===== src/tpg_pkg.sv =====
// Shared types and constants for the trapezoid profile generator.
`timescale 1ns / 1ps

package tpg_pkg;

   localparam int VAL_W = 31;
   localparam int TIME_W = 32;
   localparam int PROD_W = 2 * VAL_W;
   localparam int FRAC_W = 16;

   localparam logic [1:0] PH_OUT  = 2'd0;
   localparam logic [1:0] PH_RISE = 2'd1;
   localparam logic [1:0] PH_FLAT = 2'd2;
   localparam logic [1:0] PH_FALL = 2'd3;

   localparam logic [1:0] REG_RISE_RATE      = 2'd0;
   localparam logic [1:0] REG_FALL_RATE      = 2'd1;
   localparam logic [1:0] REG_PLATEAU_LEVEL  = 2'd2;
   localparam logic [1:0] REG_TOTAL_DURATION = 2'd3;

   // Phase boundaries derived from the configuration.
   typedef struct packed {
      logic [VAL_W-1:0] rise_end;
      logic [VAL_W-1:0] flat_end;
   } tpg_thresh_type;

   // One classified time point waiting for its ramp multiply.
   typedef struct packed {
      logic [VAL_W-1:0] ramp_time;
      logic [VAL_W-1:0] rate;
      logic [1:0]       phase;
   } tpg_item_type;

endpackage


===== src/tpg_front.sv =====
// Front end: classifies a time point into its phase and picks the ramp operands.
`timescale 1ns / 1ps

module tpg_front
   import tpg_pkg::*;
(
   input  logic [TIME_W-1:0] time_point,
   input  logic [VAL_W-1:0]  up_rate,
   input  logic [VAL_W-1:0]  dn_rate,
   input  logic [VAL_W-1:0]  duration,
   input  tpg_thresh_type    thresh,
   output tpg_item_type      item
);

   logic [VAL_W-1:0] t;
   logic             in_range;

   assign t = time_point[VAL_W-1:0];
   assign in_range = !time_point[TIME_W-1] && (t < duration);

   always_comb begin
      item = '0;
      priority if (!in_range) begin
         item.phase = PH_OUT;
      end else if (t < thresh.rise_end) begin
         item.phase     = PH_RISE;
         item.ramp_time = t;
         item.rate      = up_rate;
      end else if (t < thresh.flat_end) begin
         item.phase = PH_FLAT;
      end else begin
         item.phase     = PH_FALL;
         item.ramp_time = duration - t;
         item.rate      = dn_rate;
      end
   end

endmodule


===== config.mk =====
export PLATFORM = sky130hd
export DESIGN_NAME = tpg_front
export DESIGN_NICKNAME = d
export VERILOG_FILES = /design/src/tpg_pkg.sv /design/src/tpg_front.sv
export SDC_FILE = /design/constraint.sdc
export NUM_CORES = 1
export LEC_CHECK = 0
export ABC_AREA = 1
export BUFFER_PORTS_ARGS = -buffer_cell sky130_fd_sc_hd__buf_2
export CAP_MARGIN = 20
export CORE_UTILIZATION = 54
export DETAILED_ROUTE_END_ITERATION = 10
export PLACE_DENSITY = 0.95
export SYNTH_ARGS = -nofsm -noshare
export SYNTH_HDL_FRONTEND = slang
export SYNTH_SLANG_ARGS = --single-unit

===== constraint.sdc =====
create_clock -name vclk -period 4.9
set_clock_uncertainty 0.1 [all_clocks]
set_input_delay 0.735 -clock vclk [all_inputs]
set_output_delay 0.735 -clock vclk [all_outputs]
set_load 0.05 [all_outputs]

==> impl_metrics.yaml <==
run_status:
  result_of_the_run: "completed"
floorplanning:
  fp-row-count: 35
  die-area_sq_um: 10200
  dieHeight_um: 101
  dieWidth_um: 101
  core_region_area_sq_um: 9370
  initial_standard_cell_utilization_of_the_core_pct: 56.7
  ioPinCount: 251
yosys:
  synth.distinct_cells: 31
  biggest_area_contributors_in_the_synthesized_netlist: "nand2_1, ha_1, inv_1, nand3_1, a21oi_1"
  post-synth-top-count-cell: "nand2_1"
  ys_top_cells_by_count: "nand2_1, inv_1, ha_1"
  avgSynthCellArea_sq_um: 5.10
  synth.largest_area_cell: "nand2_1"
  sequential_fraction_of_the_synthesis_area_pct: 0
  mappedNetlistArea_sq_um: 5320
  ys_warn_count: 0
  post-synth-top-area-fraction_pct: 27.0
  syn-num-nets: 1321
  syn-instance-count: 1042
detailed_routing:
  route.antenna.remaining_nets: 0
  detailroute.via_count: 7256
  wl_um: 18800
  drt-vias-per-instance: 5.15
  remaining_design_rule_violation_count: 0
  avgRoutedWirePerCell_um: 13.4
  drt-pass1-iter-count: 7
  first_iteration_detailed_routing_drc_count: 498
setup_path:
  critical_path.most_common_cell: "nand2_1"
  timing.critical_path.cells: "buf_2 -> ha_1 -> nand4_1 -> a21oi_1 -> nor2_1 -> nand2_1 -> nand2_1 -> nand2_2 -> buf_4 -> nand2_1 -> a21oi_2 -> buf_2"
  required_ns: 4.07
  critical_path_peak_fanout: 57
  critical_path.endpoint_type: "primary output"
  max_stage_delay_ns: 0.54
  startpoint_type: "primary input"
  worst_path_max_delay_cell: "buf_4"
  arrival_ns: 3.51
  setup.worst_path.class: "primary input to primary output"
cells_and_area:
  postLayoutCellArea_sq_um: 6690
  clkbuf_count: 0
  finish.net_count: 1560
  antenna-diode-count: 0
  sequential_cell_total: 0
  signed_area_change_from_the_synthesized_netlist_to_the_final_layout_pct: 25.7
  layout-drive-gt1-share_pct: 24.2
  seqCellArea_sq_um: 0
sta:
  min_period_over_period_pct: 88.7
  maxClockFrequency_mhz: 230
  setup_viol: 0
  maxSlewViolCount: 0
  setup_total_negative_slack_ns: 0
  rsz0062_at_grt: "false"
  relSlewSlack_pct: 53.9
  worst_slew_pin_slew_ns: 0.691
  final.min_clock_period_ns: 4.35
  timing.final.hold_violations: 0
power_and_ir_drop:
  total_power_mw: 0.852
  leakage_nw: 4.47
  vdd_drop_max_mv: 0.109
  power.density_nw_per_um2: 127
global_routing:
  top_usage_layer: "met2"
  gr-usage-met2_pct: 61.1
  first_global_vias: 6407
  grt_overflow: 0
  gr-usage-met3_pct: 2.55
  grt_antenna_before_repair: 0
  gr-usage-all-layers_pct: 35.1
  grt_first_pass_wirelength_um: 29000
  grt.met1_usage_pct: 44.8
  grt_start_max_net_pins: 58
clock_tree:
  number_of_buffers_added_to_fix_hold_violations_after_cts: 0
  postCtsSetupBuffers: 0
  cts_resized: 0
min_path:
  min_to: "item[32]"
  worstHoldPathCells: 4
  min_path_type: "primary input to primary output"
  worst_min_path_start: "up_rate[30]"
place:
  globalplace.congestion: 1.02
  placed_cell_area_sq_um: 6690
  place_hpwl_um: 16500
  port_buffers: 251
job:
  timing.max_cap.violations: 0
-- cells by family after synthesis --
| family | after synthesis | share of synthesized area (%) |
|---|---|---|
| xor+xnor | 10 | 1.65 |
| simple gates | 575 | 44.4 |
| fa+ha+maj | 92 | 21.8 |
| buf+inv | 251 | 18.5 |
| compound gates | 114 | 13.6 |
-- area by class of cell --
cell class	count	area (sq um)
Inverter	233	875
Fill cell	901	2690
Multi-Input combinational cell	791	4330
Timing Repair Buffer	255	1320
Tap cell	129	161
-- cells in the final DEF, fill, tap and decap left out, drive strengths merged, types with 4 or more instances in the layout --
cell    synthesis  routed
buf            12     255
a21o            4       4
o21ai          10      10
a21oi          95      95
ha             91      91
inv           233     233
nand2         389     389
nand3          72      72
nand4          11      11
nor2           88      88
o21bai          4       4
nor3            7       7
xor2            8       8
-- power by group --
part           internal [mW]  switching (mW)  leakage [nW]
clock                      0               0             0
sequential                 0               0             0
combinational          0.274           0.577          4.47
total                  0.274           0.577          4.47
-- metrics by stage --
step,cells,hold WS (ns),util [%],worst slack [ns]
detailed placement,1408,1.76,71.3,0.667
CTS,1408,1.76,71.3,0.655
global route,1408,1.78,71.3,0.434
floorplan,1042,1.59,-,1.10
finish,1408,1.75,71.3,0.552
global placement,1408,1.75,71.3,0.731
-- worst max-delay path: cells and delay by family --
kind / cells / cell delay [ns]
AO/OA/AOI/OAI: 2 / 0.48
adder cells (fa/ha/maj): 1 / 0.32
AND/OR/NAND/NOR: 6 / 0.96
buffers and inverters: 3 / 0.96
-- metal layers --
| layer | wire, um | part of all wire (%) | up-vias |
|---|---|---|---|
| li1 | - | - | 3672 |
| met1 | 7620 | 40 | 3145 |
| met2 | 8760 | 47 | 395 |
| met3 | 1750 | 9.3 | 44 |
| met4 | 691 | 3.7 | 0 |
| met5 | 0 | 0 | - |
-- worst max path at each step --
stage | from | slack [ns] | endpoint | cells after the start
after floorplan | thresh[53] | 1.10 | item[46] | 11
after global placement | time_point[14] | 0.73 | item[30] | 12
after detailed placement | time_point[14] | 0.67 | item[30] | 12
after CTS | time_point[14] | 0.66 | item[30] | 12
after global routing | time_point[14] | 0.43 | item[49] | 12
final | time_point[14] | 0.55 | item[30] | 12
(Power assumes the default switching activity.)
