===== config.mk =====
export PLATFORM = sky130hd
export DESIGN_NAME = tpg_back
export DESIGN_NICKNAME = d
export VERILOG_FILES = /design/src/tpg_pkg.sv /design/src/tpg_back.sv
export SDC_FILE = /design/constraint.sdc
export NUM_CORES = 2
export LEC_CHECK = 0
export ABC_AREA = 1
export BUFFER_PORTS_ARGS = -buffer_cell sky130_fd_sc_hd__buf_2
export CAP_MARGIN = 15
export CORE_UTILIZATION = 65
export DETAILED_ROUTE_END_ITERATION = 7
export PLACE_DENSITY = 0.83
export REMOVE_ABC_BUFFERS = 1
export SYNTH_ARGS = -nofsm -noshare
export SYNTH_HDL_FRONTEND = slang
export SYNTH_SLANG_ARGS = --single-unit

===== constraint.sdc =====
create_clock -name clock -period 15.83 [get_ports clock]
set_input_delay 3.166 -clock clock [delete_from_list [all_inputs] [get_ports clock]]
set_output_delay 3.166 -clock clock [all_outputs]
set_load 0.05 [all_outputs]

===== src/tpg_pkg.sv =====
// Shared types and constants for the trapezoid profile generator.
`timescale 1ns / 1ps

package tpg_pkg;

   localparam int VAL_W = 31;
   localparam int TIME_W = 32;
   localparam int PROD_W = 2 * VAL_W;
   localparam int FRAC_W = 16;

   localparam logic [1:0] PH_OUT  = 2'd0;
   localparam logic [1:0] PH_RISE = 2'd1;
   localparam logic [1:0] PH_FLAT = 2'd2;
   localparam logic [1:0] PH_FALL = 2'd3;

   localparam logic [1:0] REG_RISE_RATE      = 2'd0;
   localparam logic [1:0] REG_FALL_RATE      = 2'd1;
   localparam logic [1:0] REG_PLATEAU_LEVEL  = 2'd2;
   localparam logic [1:0] REG_TOTAL_DURATION = 2'd3;

   // Phase boundaries derived from the configuration.
   typedef struct packed {
      logic [VAL_W-1:0] rise_end;
      logic [VAL_W-1:0] flat_end;
   } tpg_thresh_type;

   // One classified time point waiting for its ramp multiply.
   typedef struct packed {
      logic [VAL_W-1:0] ramp_time;
      logic [VAL_W-1:0] rate;
      logic [1:0]       phase;
   } tpg_item_type;

endpackage


===== src/tpg_back.sv =====
// Back end: ramp multiply, saturation and the response register.
`timescale 1ns / 1ps

module tpg_back
   import tpg_pkg::*;
(
   input  logic              clock,
   input  logic              reset,
   input  logic              item_valid,
   input  tpg_item_type      item,
   output logic              item_pop,
   input  logic [VAL_W-1:0]  plateau,
   output logic              rsp_valid,
   input  logic              rsp_stall,
   output logic [VAL_W-1:0]  rsp_profile_value,
   output logic [VAL_W-1:0]  rsp_slope_magnitude,
   output logic [1:0]        rsp_phase
);

   logic              v1_ff, v1_in, v2_ff, v2_in;
   logic [PROD_W-1:0] prod_ff;
   logic [VAL_W-1:0]  rate_ff;
   logic [1:0]        phase_ff;
   logic [VAL_W-1:0]  value_ff, slope_ff, ramp_sat;
   logic [1:0]        phase2_ff;
   logic              en1, en2;

   assign en2      = !v2_ff || !rsp_stall;
   assign en1      = !v1_ff || en2;
   assign item_pop = item_valid && en1;
   assign v1_in    = en1 ? item_valid : v1_ff;
   assign v2_in    = en2 ? v1_ff : v2_ff;

   // Drop the fraction bits and clamp anything above the 31-bit range.
   assign ramp_sat = (|prod_ff[PROD_W-1:VAL_W+FRAC_W]) ? {VAL_W{1'b1}}
                                                       : prod_ff[VAL_W+FRAC_W-1:FRAC_W];

   always_ff @(posedge clock) begin
      if (reset) begin
         v1_ff <= 1'b0;
         v2_ff <= 1'b0;
      end else begin
         v1_ff <= v1_in;
         v2_ff <= v2_in;
      end
      if (en1) begin
         prod_ff  <= PROD_W'(item.ramp_time) * PROD_W'(item.rate);
         rate_ff  <= item.rate;
         phase_ff <= item.phase;
      end
      if (en2) begin
         value_ff  <= (phase_ff == PH_FLAT) ? plateau : ramp_sat;
         slope_ff  <= rate_ff;
         phase2_ff <= phase_ff;
      end
   end

   assign rsp_valid           = v2_ff;
   assign rsp_profile_value   = value_ff;
   assign rsp_slope_magnitude = slope_ff;
   assign rsp_phase           = phase2_ff;

endmodule


==> impl_metrics.yaml <==
outcome:
  status: "complete, no violations"
route:
  vias: 29242
  wl_um: 97710
  drc_errors: 0
  drt.antenna.violating_nets: 0
  dr.pass1.iters: 6
  routedWlPerCell_um: 18.07
  drt_iter0_drc: 2486
  via_per_inst: 5.409
synth:
  yosysUniqueCellTypes: 35
  synthSimpleGateAreaFrac_pct: 16.13
  synthAdderAreaFrac_pct: 52.68
  synthCells: 4644
  synth_xor_xnor_area_share_pct: 0.5800
  synth.area.mux_share_pct: 0
  synth_compound_area_share_pct: 2.585
  synth.avg_cell_area_um2: 8.130
  synth_seq_cells: 145
  synth_flop_cell: "edfxtp_1"
  async_flop_share_pct: 0
  synth_top_family_by_area: "adder cells"
  synth_edf_count: 143
  ys_warn_count: 0
  syn_area_um2: 37750
  ys_seq_area_share_pct: 11.48
sta:
  finalMaxSlewViolations: 0
  fin_skew_ns: 0.01505
  rsz0062_at_grt: "false"
  setup_viol: 0
  fin_ws_ns: 6.064
  relSlewSlack_pct: 35.39
  tightest_slew_ns: 0.9692
  timing.fmax_ghz: 0.1024
  setup_tns_ns: 0
  final-hold-violation-count: 0
  period_minus_slack_ns: 9.766
  min_period_over_period_pct: 61.69
clock_network:
  cts_buffer_depth: 2
  cts_buffers: 17
  cts_hold_buf: 0
  cts_resized: 0
  cts-htree-levels: 4
  clk_latency_ns: 0.47
  postCtsSetupBuffers: 0
  tritoncts: "built"
  path_clk_slew_ns: 0.08
  cts_root_buffer: "clkbuf_16"
  cts.sinks: 145
setup_path:
  path_buf_inv: 6
  cpMaxStageDelayCell: "buf_2"
  cp_top_family: "adder cells"
  crit_type: "in -> reg"
  critical_path.startpoint_type: "input port"
  critPathMaxStageDelay_ns: 0.63
  path_max_fanout: 31
  critical_path_required_ns: 16.05
  crit_top_cell: "fa_1"
  end_kind: "flip-flop"
  path_cells: "buf_2, nand2_1, inv_1, fa_1, fa_1, fa_1, inv_1, fa_1, inv_1, fa_1, inv_1, fa_1, inv_1, fa_1, fa_1, ha_1, a21oi_1, o21ai_0, a21oi_1, nand3_1, nand2_1, nand3b_1, nand2_1, nand2_1"
  cp_data_arrival_time_ns: 9.99
die:
  die_x_um: 243.0
  io_pins: 165
  row_count: 87
  die_h_um: 243.0
  core_um2: 56930
  start_util_pct: 66.32
  die-area_um2: 59050
cells_and_area:
  fillCellCount: 4367
  drive_gt1_share_pct: 4.860
  final_cells: 5406
  fin_util_pct: 69.36
  layout_common_cells: "inv_1, nand2_1, fa_1"
  num_antenna_cells: 0
  final_common_cell: "inv_1"
  nets: 5824
  syn_to_final_growth_pct: 4.590
placed_design:
  dpl.cell_count: 5373
  place_congestion: 0.9878
  place_worst_setup_slack_ns: 5.692
  io_buffers: 164
  dp_hpwl_um: 78680
worst_hold_path:
  hold_class: "reg -> reg"
global_route:
  grt_usage_pct: 35.18
  grt_max_degree: 66
  grt_pass1_vias: 31550
  grt_antenna_before_repair: 0
  grt_overflow: 0
  grt_pass1_wl_um: 161300
flow_run:
  max-cap-violations: 0
[flip-flops by register name, summed over array words and instances, names as in the netlist]
signal / cells
prod_ff: 46
rsp_profile_value: 31
rate_ff: 31
rsp_phase: 2
rsp_slope_magnitude: 31
v1_ff: 1
phase_ff: 2
rsp_valid: 1
[metal layers]
| metal | vias to the layer above | global-route usage [%] | part of all wire, % |
|---|---|---|---|
| met5 | - | 0 | 0 |
| met4 | 0 | 16.93 | 5.0 |
| met3 | 323 | 5.175 | 8.6 |
| met2 | 1550 | 60.45 | 50 |
| met1 | 14369 | 43.74 | 36 |
| li1 | 13000 | - | - |
[worst paths after layout]
| kind | from | endpoint | slack (ns) | cells after the start |
|---|---|---|---|---|
| worst max-delay path | item[46] | prod_ff[56]$_DFFE_PN_ | 6.06 | 24 |
| worst min-delay path | rate_ff[14]$_DFFE_PN_ | rsp_slope_magnitude[14]$_DFFE_PP_ | 0.42 | 0 |
| worst max register to register | prod_ff[51]$_DFFE_PN_ | rsp_profile_value[10]$_DFFE_PP_ | 13.70 | 7 |
| worst min register to register | rate_ff[14]$_DFFE_PN_ | rsp_slope_magnitude[14]$_DFFE_PP_ | 0.42 | 0 |
[Yosys cell counts, drive strengths merged (4+ instances only)]
master / n / share of area (%)
nor2: 149 / 1.5
o21bai: 12 / 0.26
inv: 1468 / 15
nand3: 56 / 0.74
clkbuf: 191 / 1.9
nand3b: 34 / 0.68
buf: 4 / 0.050
fa: 836 / 44
xnor2: 5 / 0.12
nand4: 7 / 0.12
nor3: 17 / 0.28
xor2: 20 / 0.46
ha: 252 / 8.4
o21ai: 73 / 0.99
nand2: 1279 / 13
a21o: 4 / 0.080
edfxtp: 143 / 11
a21oi: 78 / 1.0
a21boi: 6 / 0.13
[cells by family after synthesis]
logic type                 count (synthesis)
and+or+nand+nor                         1545
adders and majority gates               1088
AOI/OAI and AO/OA                        178
buffers and inverters                   1663
DFF                                      145
xor gates and xnor gates                  25
[final cells by class]
cell class / instances / area [um2] / area share, %
clock buffers: 17 / 425.4 / 1.077
clock inverters: 15 / 209.0 / 0.5291
inverters: 1468 / 5510 / 13.95
multi-input cells: 2836 / 27200 / 68.88
flip-flops and latches: 145 / 4334 / 10.98
well taps: 756 / 945.9 / 2.395
repair buffers: 169 / 865.8 / 2.193
[metrics by stage]
stage          hold WS [ns]  area (um2)
6_report             0.4191       39490
5_1_grt              0.4233       39490
4_1_cts              0.4157       39470
3_5_place_dp         0.4045       38840
3_3_place_gp         0.4003       38840
2_1_floorplan        0.4003       37020
Power is not shown: default switching activity piles up to over one toggle a cycle in this logic, so the estimate is an artifact.
