### src/tpg_pkg.sv
// Shared types and constants for the trapezoid profile generator.
`timescale 1ns / 1ps

package tpg_pkg;

   localparam int VAL_W = 31;
   localparam int TIME_W = 32;
   localparam int PROD_W = 2 * VAL_W;
   localparam int FRAC_W = 16;

   localparam logic [1:0] PH_OUT  = 2'd0;
   localparam logic [1:0] PH_RISE = 2'd1;
   localparam logic [1:0] PH_FLAT = 2'd2;
   localparam logic [1:0] PH_FALL = 2'd3;

   localparam logic [1:0] REG_RISE_RATE      = 2'd0;
   localparam logic [1:0] REG_FALL_RATE      = 2'd1;
   localparam logic [1:0] REG_PLATEAU_LEVEL  = 2'd2;
   localparam logic [1:0] REG_TOTAL_DURATION = 2'd3;

   // Phase boundaries derived from the configuration.
   typedef struct packed {
      logic [VAL_W-1:0] rise_end;
      logic [VAL_W-1:0] flat_end;
   } tpg_thresh_type;

   // One classified time point waiting for its ramp multiply.
   typedef struct packed {
      logic [VAL_W-1:0] ramp_time;
      logic [VAL_W-1:0] rate;
      logic [1:0]       phase;
   } tpg_item_type;

endpackage

### src/tpg_divider.sv
// Restoring divider, one quotient bit per cycle.
`timescale 1ns / 1ps

module tpg_divider
   import tpg_pkg::*;
(
   input  logic              clock,
   input  logic              reset,
   input  logic              start,
   input  logic [PROD_W-1:0] dividend,
   input  logic [31:0]       divisor,
   output logic              done,
   output logic [PROD_W-1:0] quotient
);

   localparam int CNT_W = $clog2(PROD_W);
   localparam logic [CNT_W-1:0] LAST = CNT_W'(PROD_W - 1);

   logic              busy_ff, busy_in;
   logic              done_ff, done_in;
   logic [CNT_W-1:0]  cnt_ff, cnt_in;
   logic [31:0]       rem_ff, rem_in;
   logic [PROD_W-1:0] quo_ff, quo_in;
   logic [31:0]       dvs_ff, dvs_in;
   logic [32:0]       trial;
   logic              take;

   assign trial = {rem_ff, quo_ff[PROD_W-1]};
   assign take  = trial >= {1'b0, dvs_ff};

   always_comb begin
      busy_in = busy_ff;
      done_in = 1'b0;
      cnt_in  = cnt_ff;
      rem_in  = rem_ff;
      quo_in  = quo_ff;
      dvs_in  = dvs_ff;
      if (start) begin
         busy_in = 1'b1;
         cnt_in  = '0;
         rem_in  = '0;
         quo_in  = dividend;
         dvs_in  = divisor;
      end else if (busy_ff) begin
         rem_in = take ? 32'(trial - {1'b0, dvs_ff}) : trial[31:0];
         quo_in = {quo_ff[PROD_W-2:0], take};
         cnt_in = cnt_ff + 1'b1;
         if (cnt_ff == LAST) begin
            busy_in = 1'b0;
            done_in = 1'b1;
         end
      end
   end

   always_ff @(posedge clock) begin
      if (reset) begin
         busy_ff <= 1'b0;
         done_ff <= 1'b0;
         cnt_ff  <= '0;
      end else begin
         busy_ff <= busy_in;
         done_ff <= done_in;
         cnt_ff  <= cnt_in;
      end
      rem_ff <= rem_in;
      quo_ff <= quo_in;
      dvs_ff <= dvs_in;
   end

   assign done     = done_ff;
   assign quotient = quo_ff;

endmodule

### src/tpg_setup.sv
// Sequencer that derives the phase boundaries from the configuration registers.
`timescale 1ns / 1ps

module tpg_setup
   import tpg_pkg::*;
(
   input  logic             clock,
   input  logic             reset,
   input  logic             restart,
   input  logic [VAL_W-1:0] up_rate,
   input  logic [VAL_W-1:0] dn_rate,
   input  logic [VAL_W-1:0] plateau,
   input  logic [VAL_W-1:0] duration,
   output logic             busy,
   output tpg_thresh_type   thresh
);

   typedef enum logic [5:0] {
      ST_IDLE   = 6'b000001,
      ST_START  = 6'b000010,
      ST_DIV_UP = 6'b000100,
      ST_DIV_DN = 6'b001000,
      ST_DIV_PK = 6'b010000,
      ST_FINISH = 6'b100000
   } tpg_setup_state_type;

   tpg_setup_state_type state_ff, state_in;
   logic [PROD_W-1:0]   peak_num_ff, peak_num_in;
   logic [PROD_W-1:0]   t_up_ff, t_up_in;
   logic [PROD_W-1:0]   t_dn_ff, t_dn_in;
   logic [PROD_W-1:0]   t_pk_ff, t_pk_in;
   tpg_thresh_type      thresh_ff, thresh_in;
   logic                div_start, div_done;
   logic [PROD_W-1:0]   div_num, div_q, plateau_scaled;
   logic [31:0]         div_den;
   logic [PROD_W:0]     ramp_sum;
   logic                triangle;

   assign plateau_scaled = PROD_W'({plateau, {FRAC_W{1'b0}}});
   assign ramp_sum = {1'b0, t_up_ff} + {1'b0, t_dn_ff};
   assign triangle = ramp_sum > (PROD_W + 1)'(duration);

   always_comb begin
      state_in    = state_ff;
      peak_num_in = peak_num_ff;
      t_up_in     = t_up_ff;
      t_dn_in     = t_dn_ff;
      t_pk_in     = t_pk_ff;
      thresh_in   = thresh_ff;
      div_start   = 1'b0;
      div_num     = plateau_scaled;
      div_den     = {1'b0, up_rate};
      unique case (state_ff)
         ST_IDLE: ;
         ST_START: begin
            peak_num_in = PROD_W'(duration) * PROD_W'(dn_rate);
            div_start   = 1'b1;
            state_in    = ST_DIV_UP;
         end
         ST_DIV_UP: begin
            if (div_done) begin
               t_up_in   = div_q;
               div_start = 1'b1;
               div_den   = {1'b0, dn_rate};
               state_in  = ST_DIV_DN;
            end
         end
         ST_DIV_DN: begin
            if (div_done) begin
               t_dn_in   = div_q;
               div_start = 1'b1;
               div_num   = peak_num_ff;
               div_den   = 32'({1'b0, up_rate} + {1'b0, dn_rate});
               state_in  = ST_DIV_PK;
            end
         end
         ST_DIV_PK: begin
            if (div_done) begin
               t_pk_in  = div_q;
               state_in = ST_FINISH;
            end
         end
         ST_FINISH: begin
            // In the triangle case the plateau window is empty.
            if (triangle) begin
               thresh_in.rise_end = t_pk_ff[VAL_W-1:0];
               thresh_in.flat_end = t_pk_ff[VAL_W-1:0];
            end else begin
               thresh_in.rise_end = t_up_ff[VAL_W-1:0];
               thresh_in.flat_end = duration - t_dn_ff[VAL_W-1:0];
            end
            state_in = ST_IDLE;
         end
         default: state_in = ST_START;
      endcase
      if (restart) begin
         state_in  = ST_START;
         div_start = 1'b0;
      end
   end

   tpg_divider u_div (
      .clock    (clock),
      .reset    (reset),
      .start    (div_start),
      .dividend (div_num),
      .divisor  (div_den),
      .done     (div_done),
      .quotient (div_q)
   );

   always_ff @(posedge clock) begin
      if (reset) begin
         state_ff <= ST_START;
      end else begin
         state_ff <= state_in;
      end
      peak_num_ff <= peak_num_in;
      t_up_ff     <= t_up_in;
      t_dn_ff     <= t_dn_in;
      t_pk_ff     <= t_pk_in;
      thresh_ff   <= thresh_in;
   end

   assign busy   = state_ff != ST_IDLE;
   assign thresh = thresh_ff;

endmodule

### config.mk
export PLATFORM = sky130hd
export DESIGN_NAME = tpg_setup
export DESIGN_NICKNAME = d
export VERILOG_FILES = /design/src/tpg_pkg.sv /design/src/tpg_divider.sv /design/src/tpg_setup.sv
export SDC_FILE = /design/constraint.sdc
export NUM_CORES = 2
export LEC_CHECK = 0
export ABC_CLOCK_PERIOD_IN_PS = 13350
export CELL_PAD_IN_SITES_DETAIL_PLACEMENT = 0
export CELL_PAD_IN_SITES_GLOBAL_PLACEMENT = 1
export CORE_ASPECT_RATIO = 1.1
export CORE_MARGIN = 5
export CORE_UTILIZATION = 35
export CTS_CLUSTER_SIZE = 28
export DETAILED_ROUTE_END_ITERATION = 7
export DONT_BUFFER_PORTS = 1
export PLACE_DENSITY_LB_ADDON = 0.05
export RECOVER_POWER = 50
export SLEW_MARGIN = 20
export SYNTH_ARGS = -nofsm -noshare
export SYNTH_HDL_FRONTEND = slang
export SYNTH_SLANG_ARGS = --single-unit
### constraint.sdc
create_clock -name clock -period 13.35 [get_ports clock]
set_input_delay 0.6675 -clock clock [delete_from_list [all_inputs] [get_ports clock]]
set_output_delay 0.6675 -clock clock [all_outputs]
set_load 0.01 [all_outputs]
==> flow_summary.json <==
{
  "grt_max_degree": 74,
  "drtIter0Drc": 2451,
  "ctsLongestPathBuffers": 3,
  "initial_core_util": 0.351,
  "drc": 0,
  "port_buffers": 0,
  "path_common_cell": "fa_1",
  "dp_cells": 7567,
  "clockRootBuffer": "clkbuf_16",
  "stdcell_count": 7663,
  "synthAdderAreaFrac": 0.404,
  "synth_cells": 5728,
  "fin_tns_setup_ns": 0,
  "final_cell_mix": "inv_1 (929), fa_1 (841), nand2_1 (718)",
  "postRouteAntennaNets": 0,
  "synth_top_family_by_area": "adder cells",
  "arrival_ns": 8.63,
  "h-tree-depth": 2,
  "viasPerCell": 5.16,
  "start_kind": "input port",
  "report.final.slew_viol_count": 191,
  "synth_area_per_cell_um2": 9.67,
  "synth_compound_area_frac": 0.0952,
  "synthArstFlopShare": 0,
  "synthFlopType": "edfxtp_1",
  "vias": 39506,
  "yosysWarnings": 0,
  "critPathMaxFanout": 33,
  "final-hold-violation-count": 0,
  "cts_resized": 0,
  "io-pin-count": 190,
  "yosys.cell_types.count": 84,
  "finalWirelength_um": 183000,
  "cts.sinks": 419,
  "die_w_um": 389,
  "synth_xor_area_frac": 0.0285,
  "cp_slowest_stage_delay_ns": 0.80,
  "rows": 153,
  "die_y_um": 427,
  "drive_gt1_frac": 0.0207,
  "dieArea_um2": 166000,
  "timing.fmax_ghz": 0.120,
  "clk_pin_slew_worst_paths_ns": 0.06,
  "syn_nets": 7139,
  "status": "finished, violations left",
  "cts_made_buffers": 45,
  "grt_usage": 0.221,
  "final_nets": 6933,
  "finalCritPeriodShare": 0.622,
  "synthMuxAreaShare": 0.0164,
  "cts_tree": "built",
  "setup_viol": 0,
  "rsz0062_at_grt": "false",
  "period_needed_ns": 8.31,
  "syn_to_final_growth_pct": 5.63,
  "hold_path.class": "input port to flip-flop",
  "wire_per_inst_um": 23.9,
  "relSlewSlack": -1.91,
  "fin_skew_ns": 0.0149,
  "worstPathRequired_ns": 13.67,
  "grt_overflow": 0,
  "synth-seq-cells": 419,
  "core_area_um2": 158000,
  "grt_pass1_wl_um": 277000,
  "layout_commonest_cell": "inv_1",
  "crit_slowest_cell": "o31ai_1",
  "drv_cap": 4,
  "violations": "capacitance limit, slew limit",
  "yosys.area_share.simple": 0.154,
  "critPathKind": "input port to flip-flop",
  "cp-end-kind": "flip-flop",
  "tightest_slew_ns": 4.36,
  "antenna_found_initial": 18,
  "ys_seq_area_frac": 0.219,
  "postCtsSetupBuffers": 0,
  "dp.final_hpwl_um": 139000,
  "dr.pass1.iters": 5,
  "synth_edf_count": 373,
  "grt_pass1_vias": 42393,
  "cts_hold_buffers": 0,
  "gp_congestion": 0.857,
  "insertion_delay_ns": 0.60,
  "synth_area_um2": 55400
}
worst max-delay path, delay by kind of cell:
family	cells	cell delay, ns
AOI/OAI and AO/OA	9	3.43
xor gates and xnor gates	1	0.10
adders and majority gates	9	3.88
and+or+nand+nor	2	0.30
buffers and inverters	4	0.19
state kept, by name (all words and copies together) (netlist names):
name,cells
peak_num_ff,62
u_div.rem_ff,32
u_div.cnt_ff,6
u_div.quotient,62
t_up_ff,62
u_div.busy_ff,1
t_pk_ff,31
t_dn_ff,62
state_ff,6
thresh,62
u_div.done,1
u_div.dvs_ff,32
per-layer routing:
layer / GRT usage / wire length (µm) / vias to the layer above
li1: - / - / 18076
met1: 0.308 / 83900 / 20503
met2: 0.375 / 88700 / 756
met3: 0.0186 / 6780 / 171
met4: 0.0486 / 3820 / 0
met5: 0 / 0 / -
worst paths after layout:
check / start / endpoint / slack [ns] / cells after the start
setup / recovery: dn_rate[4] / peak_num_ff[41]$_DFFE_PP_ / 5.04 / 25
hold / removal: reset / u_div.busy_ff$_SDFF_PP0_ / 0.14 / 1
setup reg to reg: t_up_ff[6]$_DFFE_PP_ / thresh[2]$_DFFE_PN_ / 5.66 / 25
hold reg to reg: u_div.quotient[33]$_DFFE_PP_ / t_dn_ff[33]$_DFFE_PP_ / 0.48 / 0
Yosys cell counts (all sizes together) (6+ instances only):
library cell / count / area (µm²)
a211oi: 37 / 283
o31ai: 15 / 126
a221oi: 6 / 52.6
o21bai: 28 / 210
o21ai: 160 / 808
nor2: 194 / 728
o21a: 29 / 218
nor2b: 24 / 150
a2111oi: 9 / 81.3
o2111ai: 8 / 70.1
nand3: 75 / 375
nand4: 33 / 206
and2: 538 / 3370
o311ai: 6 / 52.6
nand2b: 20 / 125
xor2: 71 / 622
a21oi: 241 / 1210
and3: 24 / 150
a31oi: 57 / 357
a311oi: 9 / 91.3
a21o: 97 / 728
nor3: 43 / 231
a21boi: 11 / 82.6
nor4: 9 / 62.6
inv: 931 / 3490
xnor2: 109 / 955
or3: 15 / 93.8
nand2: 719 / 2700
fa: 841 / 16800
a221o: 7 / 70.1
o211ai: 15 / 113
o211a: 7 / 70.1
mux2: 60 / 676
or2: 11 / 68.8
mux2i: 23 / 230
clkbuf: 251 / 942
dfxtp: 46 / 921
ha: 443 / 5540
edfxtp: 373 / 11200
nor3b: 9 / 67.6
a22oi: 28 / 210
buf: 21 / 139
nand3b: 7 / 52.6
area by class of cell:
type	instances	area, µm²
fillers	16225	99200
well taps	2092	2620
flip-flops and latches	419	12100
diodes	13	32.5
inverters	932	3510
clock buffers	62	1270
repair buffers	19	116
clock inverters	21	138
multi-input cells	4105	38700
stage by stage:
stage / util / setup slack (ns) / hold WS, ns / cell area [µm²]
2_1_floorplan: - / 5.44 / 0.445 / 55400
3_3_place_gp: 0.362 / 4.46 / 0.456 / 57100
3_5_place_dp: 0.362 / 4.43 / 0.460 / 57100
4_1_cts: 0.371 / 5.10 / 0.0790 / 58500
5_1_grt: 0.371 / 4.75 / 0.101 / 58500
6_report: 0.371 / 5.04 / 0.136 / 58500
logic make-up (layout without fill, tap and decap cells):
kind of cell / count (synthesis) / in the layout
AOI/OAI and AO/OA: 817 / 817
xor gates and xnor gates: 180 / 180
adders and majority gates: 1284 / 1284
buffers and inverters: 1204 / 1034
DFF: 419 / 419
muxes: 83 / 83
other: 0 / 13
and+or+nand+nor: 1741 / 1741
Power is left out: the tool's default activity adds up to more than one toggle a clock period on the data nets, which glitch-free logic cannot reach.
