$ cat config.mk
export PLATFORM = sky130hd
export DESIGN_NAME = tpg_queue
export DESIGN_NICKNAME = d
export VERILOG_FILES = /design/src/tpg_pkg.sv /design/src/tpg_queue.sv
export SDC_FILE = /design/constraint.sdc
export NUM_CORES = 1
export LEC_CHECK = 0
export ABC_AREA = 1
export BUFFER_PORTS_ARGS = -buffer_cell sky130_fd_sc_hd__buf_2
export CAP_MARGIN = 20
export CORE_MARGIN = 2
export CORE_UTILIZATION = 30
export CTS_CLUSTER_DIAMETER = 80
export CTS_CLUSTER_SIZE = 28
export DETAILED_ROUTE_END_ITERATION = 16
export GPL_ROUTABILITY_DRIVEN = 0
export SYNTH_ARGS = -nofsm -noshare
export SYNTH_HDL_FRONTEND = slang
export SYNTH_SLANG_ARGS = --single-unit
$ cat constraint.sdc
create_clock -name clock -period 5.8 [get_ports clock]
set_clock_uncertainty 0.05 [all_clocks]
set_input_delay 0.58 -clock clock [delete_from_list [all_inputs] [get_ports clock]]
set_output_delay 0.58 -clock clock [all_outputs]
set_load 0.05 [all_outputs]
$ cat src/tpg_pkg.sv
// Shared types and constants for the trapezoid profile generator.
`timescale 1ns / 1ps

package tpg_pkg;

   localparam int VAL_W = 31;
   localparam int TIME_W = 32;
   localparam int PROD_W = 2 * VAL_W;
   localparam int FRAC_W = 16;

   localparam logic [1:0] PH_OUT  = 2'd0;
   localparam logic [1:0] PH_RISE = 2'd1;
   localparam logic [1:0] PH_FLAT = 2'd2;
   localparam logic [1:0] PH_FALL = 2'd3;

   localparam logic [1:0] REG_RISE_RATE      = 2'd0;
   localparam logic [1:0] REG_FALL_RATE      = 2'd1;
   localparam logic [1:0] REG_PLATEAU_LEVEL  = 2'd2;
   localparam logic [1:0] REG_TOTAL_DURATION = 2'd3;

   // Phase boundaries derived from the configuration.
   typedef struct packed {
      logic [VAL_W-1:0] rise_end;
      logic [VAL_W-1:0] flat_end;
   } tpg_thresh_type;

   // One classified time point waiting for its ramp multiply.
   typedef struct packed {
      logic [VAL_W-1:0] ramp_time;
      logic [VAL_W-1:0] rate;
      logic [1:0]       phase;
   } tpg_item_type;

endpackage

$ cat src/tpg_queue.sv
// Small FIFO between the classifier and the ramp multiplier.
`timescale 1ns / 1ps

module tpg_queue
   import tpg_pkg::*;
#(
   parameter int DEPTH = 4
) (
   input  logic         clock,
   input  logic         reset,
   input  logic         push,
   input  tpg_item_type push_item,
   input  logic         pop,
   output logic         full,
   output logic         not_empty,
   output tpg_item_type head
);

   localparam int PTR_W = (DEPTH > 1) ? $clog2(DEPTH) : 1;
   localparam int CNT_W = $clog2(DEPTH + 1);
   localparam logic [PTR_W-1:0] PTR_LAST = PTR_W'(DEPTH - 1);

   tpg_item_type     mem_ff [DEPTH];
   logic [PTR_W-1:0] wr_ff, wr_in, rd_ff, rd_in;
   logic [CNT_W-1:0] cnt_ff, cnt_in;

   always_comb begin
      wr_in  = wr_ff;
      rd_in  = rd_ff;
      cnt_in = cnt_ff;
      if (push) begin
         wr_in = (wr_ff == PTR_LAST) ? '0 : wr_ff + 1'b1;
      end
      if (pop) begin
         rd_in = (rd_ff == PTR_LAST) ? '0 : rd_ff + 1'b1;
      end
      if (push && !pop) begin
         cnt_in = cnt_ff + 1'b1;
      end else if (pop && !push) begin
         cnt_in = cnt_ff - 1'b1;
      end
   end

   always_ff @(posedge clock) begin
      if (reset) begin
         wr_ff  <= '0;
         rd_ff  <= '0;
         cnt_ff <= '0;
      end else begin
         wr_ff  <= wr_in;
         rd_ff  <= rd_in;
         cnt_ff <= cnt_in;
      end
      if (push) begin
         mem_ff[wr_ff] <= push_item;
      end
   end

   assign full      = cnt_ff == CNT_W'(DEPTH);
   assign not_empty = cnt_ff != '0;
   assign head      = mem_ff[rd_ff];

endmodule

==> metrics.csv, run 1 <==
stage,metric,value,unit
layout,share of post-route cells with drive strength above 1,0.209,
setup_path,r2r startpoint,wr_ff[0]$_SDFFE_PP0P_,
clocking,cts repair resizes,0,
setup_path,WS Path Type,reg2out,
clocking,Hold Buf Count CTS,0,
grt,met3 global-route usage,0.0273,
synth,Yosys reg bits,265,
timing,Final setup viols,0,
floorplan,die height,186,um
synth,post-synthesis sequential area ratio,0.790,
synth,Yosys top cell area share,0.772,
clocking,Clock transition at path regs,0.10,ns
setup_path,crit path launch type,flop,
clocking,Sink Count,265,
setup_path,Worst path max stage delay,0.78,ns
synth,most common cell in the netlist,edfxtp_1,
clocking,Worst-Skew Late Latency,0.49,ns
grt,Total GRT Usage,0.115,
outcome,outcome,"finished, final reports clean",
grt,GRT overflow,0,
setup_path,Critical path buffers and inverters,3,
min_path,worst min-delay path category,in2reg,
synth,Synth async-reset ratio,0,
placement,DP HPWL,11.4,mm
timing,FMAX,0.274,GHz
drt,DRT antenna net count,0,
layout,area of the multi-input gates,1750,um^2
synth,Synth Cell Area,9960,um^2
grt,first-pass GRT wire length,30.6,mm
synth,"Top FF cell, synth",edfxtp_1,
layout,fillcell total,3163,
power_and_ir_drop,power per cell area,342,nW/um^2
layout,Reg area,7870,um^2
grt,met2 GRT Util,0.192,
floorplan,io pins,134,
clocking,CTS HTree Levels,1,
clocking,total CTS buffers,14,
drt,Remaining DRCs,0,
drt,Routed WL,20.7,mm
synth,Synth cell types,22,
setup_path,crit-path max FO,91,
synth,"Avg Cell Area, Syn",14.7,um^2
floorplan,Die X,186,um
synth,Post-synth EDFFs,256,
placement,Setup Slack @ Placement,2.65,ns
placement,"number of placed instances, taps included",1221,
placement,PortBufs,133,
grt,grt met1 use,0.151,
floorplan,Row Count,66,
layout,fin cells,1246,
drt,vias,5765,
clocking,post-CTS setup buffers,0,
grt,global routing's busiest layer,met2,
layout,final-stage net count,870,
setup_path,CP max-delay cell,inv_4,
power_and_ir_drop,maximum vdd ir drop,0.200,mV
timing,pins over their slew limit,0,
grt,largest net degree at the start of global routing,92,
timing,Period minus WS final,3.65,ns
floorplan,Initial Utilization,0.305,
drt,starting DRC count in detailed routing,327,
timing,Slew HR,0.346,
drt,drt pass-1 iters,6,
clocking,CTS tree,done,
synth,syn nets,754,
floorplan,Die ar.,34700,um^2
timing,min setup slack post-route,2.15,ns
timing,final period utilization,0.628,
clocking,CTS max path bufs,3,
clocking,clk root buf,clkbuf_16,
setup_path,Worst Setup End Kind,output pin,
synth,top post-synthesis cells by count,"edfxtp_1 (256), nor2_1 (137), o21ai_0 (75)",
timing,final hold vios,0,
setup_path,WP data arrival,3.02,ns
timing,setup_tns,0,ns
power_and_ir_drop,leakage,0.00389,uW
layout,synth-to-layout area growth,14.5,%
synth,Post-Syn Instances,679,
setup_path,Worst EP required,5.17,ns
setup_path,critical path cell sequence,inv_4 -> buf_4 -> o21ai_1 -> o22ai_1 -> buf_2,
grt,initial antenna violation count,4,
setup_path,Crit path max-delay family,buffers and inverters,
synth,post-synth top area cell,edfxtp_1,
synth,Area contributors post-synth,"edfxtp_1 (77%), nor2_1 (5.2%), o22ai_1 (4.0%)",
min_path,Worst Hold Launch,reset,
timing,RSZ-0062 raised after global routing,no,
run,max_cap viols,0,
synth,YS warnings,0,
floorplan,Core Region,32600,um^2
grt,number of global-route vias before repair,5526,
drt,wire length per cell,16.6,um
drt,vias per cell,4.63,
timing,Worst Max-Slew Pin Slew,0.981,ns
==> routing by layer <==
metal / vias to the layer above / part of all wire
met2: 120 / 0.47
met3: 28 / 0.052
li1: 2768 / -
met4: 6 / 0.021
met5: - / 0.0020
met1: 2843 / 0.45
==> kinds of logic (layout without fill, tap and decap cells) <==
group	count (synthesis)	count (layout)	share of synthesized area
and+or+nand+nor	151	151	0.0576
adders and majority gates	7	7	0.00955
AOI/OAI and AO/OA	198	198	0.108
xor gates and xnor gates	1	1	0.000879
other	0	1	0
buffers and inverters	57	181	0.0347
DFF	265	265	0.790
==> flip-flops by register name, summed over array words and instances, names as in the netlist, named ones only <==
| name | cells |
|---|---|
| cnt_ff | 3 |
| mem_ff | 256 |
| rd_ff | 2 |
| wr_ff | 2 |
==> area by class of cell <==
type                            count  area share
Antenna cell                        1    0.000219
Clock buffer                       18      0.0339
Clock inverter                      6     0.00450
Inverter                           16     0.00592
Multi-Input combinational cell    357       0.153
Sequential cell                   265       0.690
Tap cell                          442      0.0485
Timing Repair Buffer              141      0.0636
==> per-stage QoR <==
| stage | power, uW | hold WS (ns) | util | cell area, um^2 |
|---|---|---|---|---|
| 2_1_floorplan | 2700 | 0.440 | - | 9960 |
| 3_3_place_gp | 2860 | 0.466 | 0.336 | 11000 |
| 3_5_place_dp | 2870 | 0.474 | 0.336 | 11000 |
| 4_1_cts | 3950 | 0.206 | 0.350 | 11400 |
| 5_1_grt | 4060 | 0.212 | 0.350 | 11400 |
| 6_report | 3900 | 0.238 | 0.350 | 11400 |
==> path summary, 6_finish.rpt <==
kind | to | slack [ns] | cells after the start
min reg2reg | flop | 0.46 | 2
max reg2reg | mem_ff[3][61]$_DFFE_PP_ | 3.65 | 4
min | wr_ff[0]$_SDFFE_PP0P_ | 0.24 | 2
max | head[25] | 2.15 | 5
==> placed cells by master, fill, tap and decap left out <==
| master | instances |
|---|---|
| dfxtp_2 | 1 |
| dfxtp_4 | 1 |
| fa_1 | 1 |
| dfxtp_1 | 7 |
| clkbuf_1 | 3 |
| xor2_1 | 1 |
| inv_6 | 1 |
| buf_2 | 133 |
| inv_2 | 1 |
| clkinv_2 | 4 |
| nor2_1 | 137 |
| nand4_1 | 1 |
| buf_4 | 8 |
| nand3_1 | 1 |
| ha_1 | 6 |
| inv_8 | 1 |
| nand2_1 | 9 |
| edfxtp_1 | 256 |
| inv_4 | 1 |
| clkbuf_16 | 15 |
| clkinvlp_4 | 1 |
| a21oi_1 | 3 |
| o21ai_0 | 75 |
| o21ai_1 | 56 |
| clkinv_1 | 2 |
| diode_2 | 1 |
| o22ai_1 | 64 |
| inv_1 | 10 |
| nor3_1 | 3 |
| inv_12 | 1 |
==> report_power, final <==
group | switching (uW) | internal (uW) | total (uW)
Combinational | 472 | 132 | 605
Clock | 587 | 493 | 1080
Sequential | 28.1 | 2180 | 2210
Total | 1090 | 2810 | 3900
Power figures use the tool's default switching activity.
==> run 2, diff against run 1 <==
- clock period: 5.8 -> 3.3 ns (I/O delays scaled with it)
==> metrics.csv, run 2 (same netlist as run 1, synthesis figures left out) <==
stage,metric,value,unit
outcome,outcome,"finished, final reports clean",
drt,Routed WL,20.7,mm
setup_path,crit-path max FO,56,
timing,RSZ-0062 raised after global routing,no,
layout,Top Registers,"mem_ff x256, cnt_ff x3",
placement,Setup Slack @ Placement,1.08,ns
placement,DP HPWL,11.4,mm
timing,hold slack,0.137,ns
timing,Slew HR,0.409,
grt,number of global-route vias before repair,5998,
min_path,worst min-delay path category,in2reg,
layout,synth-to-layout area growth,22.0,%
clocking,Worst-Skew Late Latency,0.49,ns
timing,min setup slack post-route,0.742,ns
layout,area of the multi-input gates,1750,um^2
timing,pins over their slew limit,0,
timing,final period utilization,0.775,
drt,vias per cell,4.49,
clocking,Sink Count,265,
drt,Remaining DRCs,0,
clocking,total CTS buffers,14,
grt,first-pass GRT wire length,32.1,mm
layout,Final Cell Area,12200,um^2
layout,"commonest non-fill, non-tap cells in the layout","edfxtp_1 (256), nor2_1 (137), buf_2 (133)",
floorplan,io pins,134,
layout,Top reg by flops,mem_ff,
floorplan,Row Count,66,
timing,setup_tns,0,ns
clocking,clk root buf,clkbuf_16,
layout,"commonest non-fill, non-tap cell in the layout",edfxtp_1,
power_and_ir_drop,maximum vdd ir drop,0.398,mV
layout,Reg area,7870,um^2
clocking,CTS HTree Levels,1,
floorplan,Die ar.,34700,um^2
timing,Worst Max-Slew Pin Slew,0.887,ns
power_and_ir_drop,Final Total Pwr,6940,uW
placement,PortBufs,133,
drt,vias,5906,
clocking,Clock transition at path regs,0.10,ns
timing,final hold vios,0,
floorplan,Initial Utilization,0.305,
grt,initial antenna violation count,1,
timing,Final setup viols,0,
grt,GRT overflow,0,
layout,number of flip-flops under the largest register name,256,
layout,final-stage net count,939,
floorplan,Die X,186,um
setup_path,WP data arrival,2.18,ns
grt,largest net degree at the start of global routing,129,
floorplan,die height,186,um
drt,wl on met1,9.14,mm
drt,drt pass-1 iters,4,
drt,DR WL met3,1.09,mm
power_and_ir_drop,leakage,0.00420,uW
run,max_cap viols,0,
setup_path,WS Path Type,reg2out,
clocking,CTS tree,done,
grt,Total GRT Usage,0.118,
setup_path,Worst EP required,2.92,ns
clocking,cts repair resizes,0,
drt,wire length per cell,15.7,um
drt,starting DRC count in detailed routing,301,
placement,DP Area,11100,um^2
timing,FMAX,0.391,GHz
timing,Period minus WS final,2.56,ns
drt,DRT antenna net count,0,
setup_path,Worst Setup End Kind,output pin,
clocking,CTS max path bufs,3,
setup_path,crit path launch type,flop,
layout,share of post-route cells with drive strength above 1,0.201,
drt,Top Layer Used,met4,
floorplan,Core Region,32600,um^2
power_and_ir_drop,power per cell area,571,nW/um^2
layout,fillcell total,3106,
drt,routed wl met2,10.1,mm
## run 2: cell types whose count changed in the layout (fill, tap and decap cells not counted), sizes merged
cell	before	now
inv	15	13
clkinvlp	1	3
clkbuf	18	16
dlygate4sd3	0	65
buf	141	145
clkinv	6	7
## run 2: final cells by class
| type | count | area share |
|---|---|---|
| sequential | 265 | 0.648 |
| multi-input combinational | 357 | 0.144 |
| timing repair buffer | 210 | 0.121 |
| tap | 442 | 0.0455 |
| clock buffer | 16 | 0.0312 |
| inverter | 16 | 0.00556 |
| clock inverter | 7 | 0.00494 |
| antenna | 1 | 0.000206 |
## run 2: worst paths after layout
| check | start | to | slack [ns] | cells past startpoint |
|---|---|---|---|---|
| worst max register to register | wr_ff[0]$_SDFFE_PP0P_ | mem_ff[2][61]$_DFFE_PP_ | 1.12 | 5 |
| worst min register to register | wr_ff[1]$_SDFFE_PP0P_ | wr_ff[1]$_SDFFE_PP0P_ | 0.49 | 2 |
| worst max-delay path | flop | head[48] | 0.74 | 5 |
| worst min-delay path | push | wr_ff[1]$_SDFFE_PP0P_ | 0.14 | 3 |
## run 2: power breakdown
group          internal [uW]  switching (uW)  leakage (uW)
clock                    857            1060      0.000207
sequential              3840            35.0       0.00243
combinational            295             853       0.00157
## run 2: repair_timing
action / 4_1_cts / 5_1_grt
endpoints found under the setup margin: 0 / 0
buffers inserted: 0 / 0
endpoints found under the hold margin: 258 / 0
hold buffers: 65 / 0
## run 2: per-layer routing
| layer | global-route usage | vias up |
|---|---|---|
| met5 | 0 | - |
| met4 | 0.0293 | 0 |
| met2 | 0.208 | 119 |
| met3 | 0.0232 | 19 |
| met1 | 0.150 | 2862 |
| li1 | - | 2906 |
## run 2: per-stage QoR
step / util / std cells
finish: 0.373 / 1314
floorplan: - / 679
CTS: 0.372 / 1313
global route: 0.372 / 1313
global placement: 0.339 / 1225
detailed placement: 0.339 / 1225
## run 2: worst max-delay path: stages, from the launching register on
cell and delay [ns]:
dfxtp_4 0.37, inv_4 0.33, buf_12 0.31, nor2_1 0.07, o22ai_1 0.26, buf_2 0.32
==> run 3, diff against run 2 <==
- clock period: 3.3 -> 2.3 ns (I/O delays scaled with it)
==> metrics.csv, run 3 (same netlist as run 1, synthesis figures left out) <==
stage,metric,value,unit
outcome,outcome,"finished, final reports clean",
grt,initial antenna violation count,0,
timing,RSZ-0062 raised after global routing,yes,
power_and_ir_drop,maximum vdd ir drop,0.648,mV
timing,Period minus WS final,2.24,ns
timing,final hold vios,0,
floorplan,Die X,186,um
timing,pins over their slew limit,0,
clocking,total CTS buffers,15,
power_and_ir_drop,leakage,0.00434,uW
layout,"commonest non-fill, non-tap cell in the layout",edfxtp_1,
setup_path,WP data arrival,1.96,ns
timing,final period utilization,0.972,
layout,synth-to-layout area growth,25.3,%
placement,"number of placed instances, taps included",1232,
clocking,post-CTS setup buffers,0,
timing,Worst Max-Slew Pin Slew,0.496,ns
setup_path,crit-path max FO,44,
drt,vias per cell,4.57,
grt,Total GRT Usage,0.123,
grt,met2 GRT Util,0.220,
setup_path,Worst EP required,2.02,ns
setup_path,Worst Setup End Kind,output pin,
floorplan,Initial Utilization,0.305,
placement,DP HPWL,12.6,mm
grt,first-pass GRT wire length,32.8,mm
drt,Remaining DRCs,0,
setup_path,crit path launch type,flop,
clocking,clk root buf,clkbuf_16,
grt,met3 global-route usage,0.0247,
layout,Top Registers,"mem_ff x256, cnt_ff x3",
setup_path,r2r startpoint,wr_ff[0]$_SDFFE_PP0P_,
floorplan,io pins,134,
clocking,Clock transition at path regs,0.09,ns
grt,number of global-route vias before repair,6010,
drt,wire length per cell,16.6,um
min_path,Worst Hold Launch,push,
layout,fin cells,1323,
drt,DRT antenna net count,0,
floorplan,Row Count,66,
clocking,Worst-Skew Late Latency,0.49,ns
floorplan,die height,186,um
grt,grt met1 use,0.153,
timing,Slew HR,0.669,
timing,Final setup viols,0,
min_path,worst min-delay path category,in2reg,
layout,Top reg by flops,mem_ff,
drt,vias,6050,
grt,global routing's busiest layer,met2,
drt,drt pass-1 iters,4,
layout,fillcell total,3079,
drt,Routed WL,21.9,mm
run,max_cap viols,0,
timing,FMAX,0.447,GHz
timing,hold slack,0.0545,ns
floorplan,Core Region,32600,um^2
setup_path,WS Path Type,reg2out,
power_and_ir_drop,power per cell area,825,nW/um^2
placement,PortBufs,133,
floorplan,Die ar.,34700,um^2
clocking,CTS max path bufs,3,
layout,"commonest non-fill, non-tap cells in the layout","edfxtp_1 (256), nor2_1 (137), buf_2 (119)",
clocking,Sink Count,265,
grt,largest net degree at the start of global routing,83,
drt,starting DRC count in detailed routing,355,
clocking,CTS tree,done,
grt,GRT overflow,0,
layout,final-stage net count,948,
setup_path,r2r setup slk,0.73,ns
layout,share of post-route cells with drive strength above 1,0.210,
layout,number of flip-flops under the largest register name,256,
clocking,CTS HTree Levels,1,
==> run 3: cell types whose count changed in the layout (fill, tap and decap cells not counted), moves of 2 or more <==
cell and change:
buf_12 +9, o22ai_2 +3, clkbuf_4 +4, buf_2 -14, buf_4 +4, clkinv_2 -3
o22ai_1 -3, buf_16 +2, clkinvlp_4 -2
==> run 3: metal layers <==
layer / wire (um) / vias to the layer above
li1: - / 2930
met1: 9540 / 2971
met2: 11000 / 128
met3: 1110 / 21
met4: 263 / 0
met5: 0 / -
==> run 3: worst paths after layout <==
check                           cells past startpoint                      to
worst max register to register                      4  mem_ff[1][0]$_DFFE_PP_
worst max-delay path                                5                head[27]
worst min-delay path                                3   wr_ff[1]$_SDFFE_PP0P_
worst min register to register                      2   wr_ff[1]$_SDFFE_PP0P_
==> run 3: through the flow <==
step                setup slack (ns)   util   TNS, ns  power (uW)  instance area [um^2]
global placement               0.491  0.345         0        7320                 11300
CTS                         -0.00196  0.381  -0.00196       10400                 12400
global route                 -0.0389  0.383   -0.0655       10700                 12500
floorplan                    0.00832      -         0        6810                  9970
detailed placement             0.496  0.345         0        7340                 11300
finish                        0.0637  0.383         0       10300                 12500
==> run 3: repair_timing <==
| action | in CTS | in global routing |
|---|---|---|
| hold endpoints to repair | 262 | 0 |
| gates resized for setup | 3 | 21 |
| cloned | 0 | 0 |
| setup endpoints to repair | 7 | 13 |
| hold buffers | 66 | 0 |
==> run 3: area by class of cell <==
cell class / instances / area, um^2 / share of cell area
flip-flops and latches: 265 / 7880 / 0.631
multi-input cells: 357 / 1770 / 0.142
repair buffers: 218 / 1730 / 0.138
well taps: 442 / 553 / 0.0443
clock buffers: 16 / 379 / 0.0304
clock inverters: 8 / 110 / 0.00882
inverters: 16 / 70.1 / 0.00561
diodes: 1 / 2.50 / 0.000200
==> run 3: power breakdown <==
| part | switching [uW] | internal [uW] | leakage, uW |
|---|---|---|---|
| sequential | 58.3 | 5500 | 0.00243 |
| combinational | 1250 | 510 | 0.00167 |
| clock | 1600 | 1380 | 0.000239 |
| total | 2910 | 7400 | 0.00434 |
==> run 3: critical path, cell delays in order, from the launching register on <==
cell	delay [ns]
dfxtp_4	0.38
inv_4	0.17
buf_12	0.26
nor2_1	0.06
o22ai_1	0.28
clkbuf_4	0.30
